### src/name_table_probe_or_claim_macros.svh
// ---------------------------------------------------------------------------
// Name table probe-or-claim assertion macros
// Shared property wrappers for the name table checks.
// ---------------------------------------------------------------------------
`ifndef NAME_TABLE_PROBE_OR_CLAIM_MACROS_SVH
`define NAME_TABLE_PROBE_OR_CLAIM_MACROS_SVH

// Same-cycle implication, sampled on clk, off while rst_n is low.
`define NTPC_ASSERT_NOW(lbl, ante, cons, msg) \
  lbl: assert property (@(posedge clk) disable iff (!rst_n) (ante) |-> (cons)) \
    else $error(msg);

// Next-cycle implication, sampled on clk, off while rst_n is low.
`define NTPC_ASSERT_NEXT(lbl, ante, cons, msg) \
  lbl: assert property (@(posedge clk) disable iff (!rst_n) (ante) |=> (cons)) \
    else $error(msg);

`endif

### src/ntpc_pkg.sv
// ---------------------------------------------------------------------------
// Name table package
// Widths, defaults and the name mask helper for the name table.
// ---------------------------------------------------------------------------
package ntpc_pkg;

  localparam int NAME_W           = 32;
  localparam int LEN_W            = 8;
  localparam int SLOT_INDEX_W     = 6;
  localparam int DEF_TABLE_SLOTS  = 64;

  // Zero every byte at or past the length; lengths of 4 and up keep all bytes.
  function automatic logic [NAME_W-1:0] mask_name(input logic [NAME_W-1:0] word,
                                                  input logic [LEN_W-1:0]  len);
    logic [NAME_W-1:0] res;
    case (len)
      8'd0:    res = '0;
      8'd1:    res = {24'd0, word[7:0]};
      8'd2:    res = {16'd0, word[15:0]};
      8'd3:    res = {8'd0, word[23:0]};
      default: res = word;
    endcase
    return res;
  endfunction

endpackage

### src/ntpc_ram.sv
// ---------------------------------------------------------------------------
// Generic simple dual-port RAM
// One write port, one read port, read data registered (read-first).
// ---------------------------------------------------------------------------
module ntpc_ram #(
  parameter int WIDTH = 32,
  parameter int DEPTH = 64
) (
  input  logic                     clk,
  input  logic                     we,
  input  logic [$clog2(DEPTH)-1:0] waddr,
  input  logic [WIDTH-1:0]         wdata,
  input  logic [$clog2(DEPTH)-1:0] raddr,
  output logic [WIDTH-1:0]         rdata
);

  logic [WIDTH-1:0] mem [DEPTH];
  logic [WIDTH-1:0] rdata_r;

  always_ff @(posedge clk) begin
    if (we) begin
      mem[waddr] <= wdata;
    end
    rdata_r <= mem[raddr];
  end

  assign rdata = rdata_r;

endmodule

### src/ntpc_hash_mod.sv
// ---------------------------------------------------------------------------
// Name table home slot unit
// Hash a masked name and reduce it modulo the slot count.
// ---------------------------------------------------------------------------
module ntpc_hash_mod import ntpc_pkg::*; #(
  parameter int TABLE_SLOTS = DEF_TABLE_SLOTS
) (
  input  logic                           clk,
  input  logic                           rst_n,
  input  logic                           start,
  input  logic [NAME_W-1:0]              name_word,
  output logic                           done,
  output logic [$clog2(TABLE_SLOTS)-1:0] home
);

  localparam int SLOT_W  = $clog2(TABLE_SLOTS);
  localparam bit IS_POW2 = (TABLE_SLOTS == (1 << SLOT_W));
  // The folded byte sum stays below 2^22 for up to 4096 slots.
  localparam int FOLD_W  = 22;
  localparam int PROD_W  = 2 * FOLD_W;

  // Byte weights 2^7, 2^14 and 2^21 taken modulo the slot count.
  localparam logic [FOLD_W-1:0] W1_C    = FOLD_W'((1 << 7) % TABLE_SLOTS);
  localparam logic [FOLD_W-1:0] W2_C    = FOLD_W'((1 << 14) % TABLE_SLOTS);
  localparam logic [FOLD_W-1:0] W3_C    = FOLD_W'((1 << 21) % TABLE_SLOTS);
  localparam logic [FOLD_W-1:0] SLOTS_C = FOLD_W'(TABLE_SLOTS);
  // floor(2^22 / slots): the quotient estimate is low by at most one.
  localparam logic [FOLD_W-1:0] RECIP_C = FOLD_W'((1 << FOLD_W) / TABLE_SLOTS);

  localparam logic [1:0] LAST_STEP = IS_POW2 ? 2'd0 : 2'd2;

  logic              run_r, run_nxt;
  logic [1:0]        step_r, step_nxt;
  logic [FOLD_W-1:0] fold_r, fold_nxt;
  logic [FOLD_W-1:0] quot_r;
  logic [FOLD_W-1:0] rem_r;
  logic [PROD_W-1:0] prod;
  logic [FOLD_W-1:0] rem_fix;
  logic              last_step;

  // Fold the bytes with their weights; the sum keeps the hash's residue.
  always_comb begin
    fold_nxt = fold_r;
    if (start) begin
      fold_nxt = FOLD_W'(name_word[7:0])
               + FOLD_W'(name_word[15:8])  * W1_C
               + FOLD_W'(name_word[23:16]) * W2_C
               + FOLD_W'(name_word[31:24]) * W3_C;
    end
  end

  // Quotient estimate, then remainder in [0, 2*slots), then one correction.
  assign prod      = PROD_W'(fold_r) * PROD_W'(RECIP_C);
  assign rem_fix   = (rem_r >= SLOTS_C) ? rem_r - SLOTS_C : rem_r;
  assign last_step = (step_r == LAST_STEP);

  always_comb begin
    run_nxt  = run_r;
    step_nxt = step_r;
    if (start) begin
      run_nxt  = 1'b1;
      step_nxt = '0;
    end else if (run_r) begin
      step_nxt = step_r + 1'b1;
      if (last_step) begin
        run_nxt = 1'b0;
      end
    end
  end

  always_ff @(posedge clk) begin
    if (!rst_n) begin
      run_r  <= 1'b0;
      step_r <= '0;
    end else begin
      run_r  <= run_nxt;
      step_r <= step_nxt;
    end
    fold_r <= fold_nxt;
    quot_r <= prod[PROD_W-1:FOLD_W];
    rem_r  <= fold_r - quot_r * SLOTS_C;
  end

  assign done = run_r && last_step;
  assign home = IS_POW2 ? fold_r[SLOT_W-1:0] : rem_fix[SLOT_W-1:0];

endmodule

### src/name_table_probe_or_claim.sv
// ---------------------------------------------------------------------------
// Name table probe-or-claim
// Open-addressed hash table of short names with linear probing.
// ---------------------------------------------------------------------------
// Each transaction brings a name of up to four bytes and its length; bytes at
// or past the length count as zero. The block hashes the name to a home slot,
// walks the table from there with wrap, and returns the first slot holding
// the name, or claims the first empty slot it meets and stores the name.
// If no slot matches and none is free, out_table_full is raised with
// out_slot_index zero and the table is left as it was. The table lives in a
// single RAM, one entry per slot holding a used flag and the name.
// After reset, busy stays high while the RAM is swept clear; start is ignored
// during that pass. A transaction is accepted when start is high and busy is
// low. Busy then stays high through the home-slot calculation (the low slot
// bits of the folded sum when TABLE_SLOTS is a power of two, or byte folding,
// reciprocal multiply and remainder correction otherwise), the fill of the
// read pipeline and the walk over the slots probed (1..TABLE_SLOTS), one read
// per probe through the single RAM read port. The result is driven for
// exactly one cycle with out_valid, the first cycle in which busy is low; the
// receiver cannot stall it, so sample it then.
// ---------------------------------------------------------------------------
module name_table_probe_or_claim import ntpc_pkg::*; #(
  parameter int TABLE_SLOTS = DEF_TABLE_SLOTS
) (
  input  logic                    clk,
  input  logic                    rst_n,
  input  logic                    start,
  output logic                    busy,
  input  logic [NAME_W-1:0]       in_name_word,
  input  logic [LEN_W-1:0]        in_name_length,
  output logic                    out_valid,
  output logic [SLOT_INDEX_W-1:0] out_slot_index,
  output logic                    out_claimed_new,
  output logic                    out_table_full
);

  `include "name_table_probe_or_claim_macros.svh"

  localparam int SLOT_W  = $clog2(TABLE_SLOTS);
  localparam int ENTRY_W = NAME_W + 1;

  localparam logic [1:0] ST_CLEAR = 2'd0;
  localparam logic [1:0] ST_IDLE  = 2'd1;
  localparam logic [1:0] ST_HASH  = 2'd2;
  localparam logic [1:0] ST_PROBE = 2'd3;

  localparam logic [SLOT_W-1:0] LAST_SLOT = SLOT_W'(TABLE_SLOTS - 1);

  logic [1:0]              state_r, state_nxt;
  logic [NAME_W-1:0]       name_r, name_nxt;
  logic [SLOT_W-1:0]       clr_cnt_r, clr_cnt_nxt;
  logic [SLOT_W-1:0]       rd_pos_r, rd_pos_nxt;
  logic [SLOT_W-1:0]       eval_pos_r, eval_pos_nxt;
  logic                    eval_vld_r, eval_vld_nxt;
  logic [SLOT_W-1:0]       probes_r, probes_nxt;
  logic                    out_valid_r, out_valid_nxt;
  logic [SLOT_INDEX_W-1:0] out_slot_index_r, out_slot_index_nxt;
  logic                    out_claimed_new_r, out_claimed_new_nxt;
  logic                    out_table_full_r, out_table_full_nxt;

  logic                    accept;
  logic [NAME_W-1:0]       masked_name;
  logic                    mod_done;
  logic [SLOT_W-1:0]       mod_home;

  logic                    ram_we;
  logic [SLOT_W-1:0]       ram_waddr;
  logic [ENTRY_W-1:0]      ram_wdata;
  logic [ENTRY_W-1:0]      ram_rdata;
  logic                    slot_empty;
  logic                    slot_match;

  assign accept      = start && (state_r == ST_IDLE);
  assign masked_name = mask_name(in_name_word, in_name_length);

  // Home slot: hash, then remainder by the slot count.
  ntpc_hash_mod #(
    .TABLE_SLOTS(TABLE_SLOTS)
  ) u_hash_mod (
    .clk      (clk),
    .rst_n    (rst_n),
    .start    (accept),
    .name_word(masked_name),
    .done     (mod_done),
    .home     (mod_home)
  );

  // Slot table: {used, name} per entry.
  ntpc_ram #(
    .WIDTH(ENTRY_W),
    .DEPTH(TABLE_SLOTS)
  ) u_slot_ram (
    .clk  (clk),
    .we   (ram_we),
    .waddr(ram_waddr),
    .wdata(ram_wdata),
    .raddr(rd_pos_r),
    .rdata(ram_rdata)
  );

  assign slot_empty = !ram_rdata[NAME_W];
  assign slot_match = (ram_rdata[NAME_W-1:0] == name_r);

  always_comb begin
    state_nxt           = state_r;
    name_nxt            = name_r;
    clr_cnt_nxt         = clr_cnt_r;
    rd_pos_nxt          = rd_pos_r;
    eval_pos_nxt        = eval_pos_r;
    eval_vld_nxt        = eval_vld_r;
    probes_nxt          = probes_r;
    out_valid_nxt       = 1'b0;
    out_slot_index_nxt  = out_slot_index_r;
    out_claimed_new_nxt = out_claimed_new_r;
    out_table_full_nxt  = out_table_full_r;
    ram_we              = 1'b0;
    ram_waddr           = clr_cnt_r;
    ram_wdata           = '0;

    case (state_r)
      ST_CLEAR: begin
        // Sweep one entry per cycle to empty.
        ram_we      = 1'b1;
        clr_cnt_nxt = clr_cnt_r + 1'b1;
        if (clr_cnt_r == LAST_SLOT) begin
          state_nxt = ST_IDLE;
        end
      end

      ST_IDLE: begin
        if (start) begin
          name_nxt  = masked_name;
          state_nxt = ST_HASH;
        end
      end

      ST_HASH: begin
        // Hold until the home slot is ready, then seed the probe walk.
        if (mod_done) begin
          rd_pos_nxt   = mod_home;
          eval_vld_nxt = 1'b0;
          probes_nxt   = '0;
          state_nxt    = ST_PROBE;
        end
      end

      ST_PROBE: begin
        // Issue one read per cycle; judge the entry read the cycle before.
        rd_pos_nxt   = (rd_pos_r == LAST_SLOT) ? '0 : rd_pos_r + 1'b1;
        eval_pos_nxt = rd_pos_r;
        eval_vld_nxt = 1'b1;
        if (eval_vld_r) begin
          if (slot_empty) begin
            ram_we              = 1'b1;
            ram_waddr           = eval_pos_r;
            ram_wdata           = {1'b1, name_r};
            out_valid_nxt       = 1'b1;
            out_slot_index_nxt  = SLOT_INDEX_W'(eval_pos_r);
            out_claimed_new_nxt = 1'b1;
            out_table_full_nxt  = 1'b0;
            state_nxt           = ST_IDLE;
          end else if (slot_match) begin
            out_valid_nxt       = 1'b1;
            out_slot_index_nxt  = SLOT_INDEX_W'(eval_pos_r);
            out_claimed_new_nxt = 1'b0;
            out_table_full_nxt  = 1'b0;
            state_nxt           = ST_IDLE;
          end else if (probes_r == LAST_SLOT) begin
            out_valid_nxt       = 1'b1;
            out_slot_index_nxt  = '0;
            out_claimed_new_nxt = 1'b0;
            out_table_full_nxt  = 1'b1;
            state_nxt           = ST_IDLE;
          end else begin
            probes_nxt = probes_r + 1'b1;
          end
        end
      end

      default: begin
        state_nxt = ST_IDLE;
      end
    endcase
  end

  always_ff @(posedge clk) begin
    if (!rst_n) begin
      state_r     <= ST_CLEAR;
      clr_cnt_r   <= '0;
      eval_vld_r  <= 1'b0;
      probes_r    <= '0;
      out_valid_r <= 1'b0;
    end else begin
      state_r     <= state_nxt;
      clr_cnt_r   <= clr_cnt_nxt;
      eval_vld_r  <= eval_vld_nxt;
      probes_r    <= probes_nxt;
      out_valid_r <= out_valid_nxt;
    end
    name_r            <= name_nxt;
    rd_pos_r          <= rd_pos_nxt;
    eval_pos_r        <= eval_pos_nxt;
    out_slot_index_r  <= out_slot_index_nxt;
    out_claimed_new_r <= out_claimed_new_nxt;
    out_table_full_r  <= out_table_full_nxt;
  end

  assign busy            = (state_r != ST_IDLE);
  assign out_valid       = out_valid_r;
  assign out_slot_index  = out_slot_index_r;
  assign out_claimed_new = out_claimed_new_r;
  assign out_table_full  = out_table_full_r;

  // A claim and a full table never come together.
  `NTPC_ASSERT_NOW(a_claim_not_full, out_valid,
                   !(out_claimed_new && out_table_full), "claim and full both set")
  // An accepted transaction makes the block busy.
  `NTPC_ASSERT_NEXT(a_accept_busy, start && !busy, busy, "busy not raised after accept")
  // The table is written only by the clear sweep or a probe decision.
  `NTPC_ASSERT_NOW(a_write_state, ram_we,
                   (state_r == ST_CLEAR) || (state_r == ST_PROBE),
                   "table write outside clear or probe")
  // A result strobe follows a probe decision.
  `NTPC_ASSERT_NOW(a_result_from_probe, out_valid, $past(state_r) == ST_PROBE,
                   "result without probe")

endmodule

### config.mk
export PLATFORM = sky130hd
export DESIGN_NAME = name_table_probe_or_claim
export DESIGN_NICKNAME = d
export VERILOG_FILES = /design/src/ntpc_pkg.sv /design/src/ntpc_ram.sv /design/src/ntpc_hash_mod.sv /design/src/name_table_probe_or_claim.sv
export VERILOG_INCLUDE_DIRS = /design/src /design/src/src
export SDC_FILE = /design/constraint.sdc
export NUM_CORES = 2
export LEC_CHECK = 0
export BUFFER_PORTS_ARGS = -buffer_cell sky130_fd_sc_hd__buf_2
export CORE_AREA = 2 2 340 511
export CTS_BUF_LIST = sky130_fd_sc_hd__clkbuf_4
export DETAILED_ROUTE_END_ITERATION = 8
export DIE_AREA = 0 0 342 513
export GPL_ROUTABILITY_DRIVEN = 1
export MAX_ROUTING_LAYER = met4
export PLACE_DENSITY = 0.75
export SYNTH_ARGS = -nofsm -noshare
export SYNTH_HDL_FRONTEND = slang
export SYNTH_SLANG_ARGS = --single-unit
### constraint.sdc
create_clock -name clk -period 5.9 [get_ports clk]
set_input_delay 0.885 -clock clk [delete_from_list [all_inputs] [get_ports clk]]
set_output_delay 0.885 -clock clk [all_outputs]
set_load 0.1 [all_outputs]
==> qor.txt <==
DR vias = 42300
Ys async rst share = 0%
Arr. time, crit path = 5.99 ns
Yosys warning total = 0
Nets = 4384
Clock Power Share = 39.8%
Dpl cell area = 88900 um^2
Reg power frac = 59.4%
Slew margin rel. = 2.18%
Worst setup startpoint = state_r[0]$_SDFFE_PN0P_
Core area = 171000 um^2
Vias in the first global route = 43500
Register-to-Register Setup Slack = 0.91 ns
Setup WS post-layout = 0.912 ns
DP HPWL = 126000 um
Pwr Density = 302 nW/um^2
Worst Tran Pin Value = 1.47 ns
Required @ worst endpoint = 6.90 ns
Initial drt markers = 5326
Worst r2r path cells = 7
Min Tclk post-route = 4.99 ns
Net load switching power = 5.81 mW
Ports = 53
Num CTS Buffers = 494
Maxcap violations = 0
Top fanout value on the critical path = 25
Clock slew at reported path FFs = 0.07 ns
Gpl congestion = 0.967
RR Endpoint = u_slot_ram.mem[4][18]$_DFFE_PP_
Final hold vios = 0
Clk Latency, worst-skew pair = 1.39 ns
Drt drc = 0
# Post-CTS Setup Buffers = 0
Syn nets = 3863
Critical path capture point type = flip-flop
Lkg Pwr = 30.8 nW
Starting density of the core = 49.8%
Switch share = 20.2%
Worst min path class = in2reg
Worst Setup EP = u_slot_ram.mem[4][18]$_DFFE_PP_
First-pass GRT wire length = 295000 um
DR WL/cell = 29.6 um
GR Util All Layers = 24.3%
Final max-slew violation count = 0
Layout cells sized above 1 = 34.2%
Status = completed
Post-Route WL = 206000 um
Setup violations, final = 0
Rows = 186
DIE AREA = 175000 um^2
Avg Inst Size Synth = 22.3 um^2
# H-tree levels = 5
Reg-to-Reg Start = state_r[0]$_SDFFE_PN0P_
Area growth, synth to finish = 12.2%
Register area share after synthesis = 77.6%
Post-synth EDFFs = 2164
CTS Hold Bufs = 44
Initial antenna violation count = 5
Worst slack, placed = 1.07 ns
Die width = 342 um
CTS Sinks = 2216
1st-pass router iterations = 7
Yosys cell types = 49
Total grt overflow = 0
Largest net degree at the start of global routing = 95
Chip height = 513 um
Via/cell ratio = 6.08
TNS Setup = 0 ns
Period utilization = 84.5%
Maximum buffer depth of the clock tree = 4
Mapped Area = 85100 um^2
Ys flop type = edfxtp_1
Cells after synthesis = 3812
Post-route design area = 95500 um^2
Part of the power in combinational logic = 0.8%
VDD IR-drop max = 232 uV
Worst Setup Start Kind = flip-flop
Int Power = 23.0 mW
Fin Clk Skew = 0.100 ns
PortBufs = 52
#FFs+latches synth = 2216
Worst Path Class, Setup = reg2reg
Post_cts resized = 0
Unrepaired setup endpoints after global routing = false
Worst hold path stage count = 3
F_max = 200 MHz
ANT nets after route = 0
CTS tree = yes
Clk root buf = clkbuf_4
==> layout by cell type (no fill, tap or decap), types with 16 or more instances in the layout <==
| cell type | instances |
|---|---|
| a21oi_1 | 63 |
| o21ai_1 | 52 |
| a211oi_1 | 55 |
| a221oi_1 | 29 |
| mux2i_1 | 133 |
| buf_4 | 112 |
| inv_1 | 16 |
| xnor2_1 | 40 |
| clkinv_1 | 110 |
| buf_2 | 52 |
| nor2_1 | 26 |
| dfxtp_1 | 52 |
| edfxtp_1 | 2164 |
| nor2_4 | 66 |
| clkbuf_4 | 738 |
| dlygate4sd3_1 | 44 |
| clkinv_2 | 16 |
| nor2b_1 | 73 |
| mux4_2 | 561 |
| nand2_1 | 82 |
| nand3_1 | 23 |
| and2_1 | 27 |
| and2_2 | 31 |
==> state kept, by name (all words and copies together), names as in the netlist, 2 cells and up <==
signal	flops
out_slot_index	6
u_hash_mod.step_r	2
eval_pos_r	6
rd_pos_r	6
probes_r	6
u_slot_ram.mem	2112
u_slot_ram.rdata	33
name_r	32
state_r	2
clr_cnt_r	6
==> layout make-up <==
class,count,area (um^2)
fill,12400,75400
sequential,2216,66000
multi-input combinational,1381,18600
clock buffer,738,5540
tap,2256,2820
timing repair buffer,222,1820
clock inverter,134,613
inverter,18,67.6
antenna,3,7.51
==> critical path, stage by stage (launching register included) <==
cell      delay, ns
dfxtp_1        0.39
ha_1           0.18
buf_4          0.27
nand3b_1       0.64
mux2i_1        0.85
nand3_1        0.83
nor2_4         1.06
buf_4          0.39
==> cell families after synthesis <==
logic type,share of synthesized area [%]
AO/OA/AOI/OAI,1.98
XOR/XNOR,0.422
adder cells (fa/ha/maj),0.118
buffers and inverters,1.25
flip-flops,77.6
multiplexers,16.5
AND/OR/NAND/NOR,2.16
==> power by group through the flow <==
stage,clock network (mW),registers (mW),logic [mW]
2_1_floorplan,0,17.5,0.0923
3_3_place_gp,0,17.5,0.194
3_5_place_dp,0,17.5,0.198
4_1_cts,11.7,17.1,0.222
5_1_grt,12.4,17.1,0.231
6_report,11.5,17.1,0.222
==> through the flow <==
step	hold slack, ns	total power, mW	util, %	instances
after detailed placement	0.469	17.7	52.0	6049
after CTS	0.00579	29.0	55.9	6965
after global placement	0.457	17.6	52.0	6049
final	0.124	28.8	55.9	6968
after global routing	0.115	29.7	55.9	6966
after floorplan	0.424	17.5	-	3812
==> per-layer routing <==
| metal | vias up | part of all wire [%] | routed length, um | global-route usage (%) |
|---|---|---|---|---|
| met4 | 0 | 5.3 | 11000 | 12.9 |
| met1 | 21900 | 34 | 70600 | 28.4 |
| met2 | 2475 | 52 | 107000 | 40.2 |
| li1 | 17400 | - | - | - |
| met5 | - | 0 | 0 | - |
| met3 | 492 | 8.3 | 17200 | 4.52 |
==> worst min path at each step <==
| stage | start | endpoint | slack (ns) |
|---|---|---|---|
| detailed placement | probes_r[1]$_SDFFE_PN0P_ | probes_r[1]$_SDFFE_PN0P_ | 0.47 |
| global placement | probes_r[1]$_SDFFE_PN0P_ | probes_r[1]$_SDFFE_PN0P_ | 0.46 |
| CTS | in_name_length[0] | name_r[16]$_DFFE_PP_ | 0.006 |
| floorplan | rd_pos_r[3]$_DFFE_PP_ | eval_pos_r[3]$_DFFE_PP_ | 0.42 |
| finish | in_name_length[0] | name_r[16]$_DFFE_PP_ | 0.12 |
| global route | in_name_length[0] | name_r[1]$_DFFE_PP_ | 0.11 |
==> cells in the mapped netlist (all sizes together), types with 18 or more instances <==
library cell	number	area, um^2
buf	117	697
mux2i	133	1330
and2	58	363
a21oi	63	315
nand2	83	312
xnor2	40	350
a211oi	55	413
edfxtp	2164	65000
a221oi	29	254
nor2b	73	457
mux4	561	12600
o21ai	66	330
dfxtp	52	1040
clkbuf	80	300
nand3	23	115
inv	18	67.6
nor2	94	353
(Power assumes the default switching activity.)
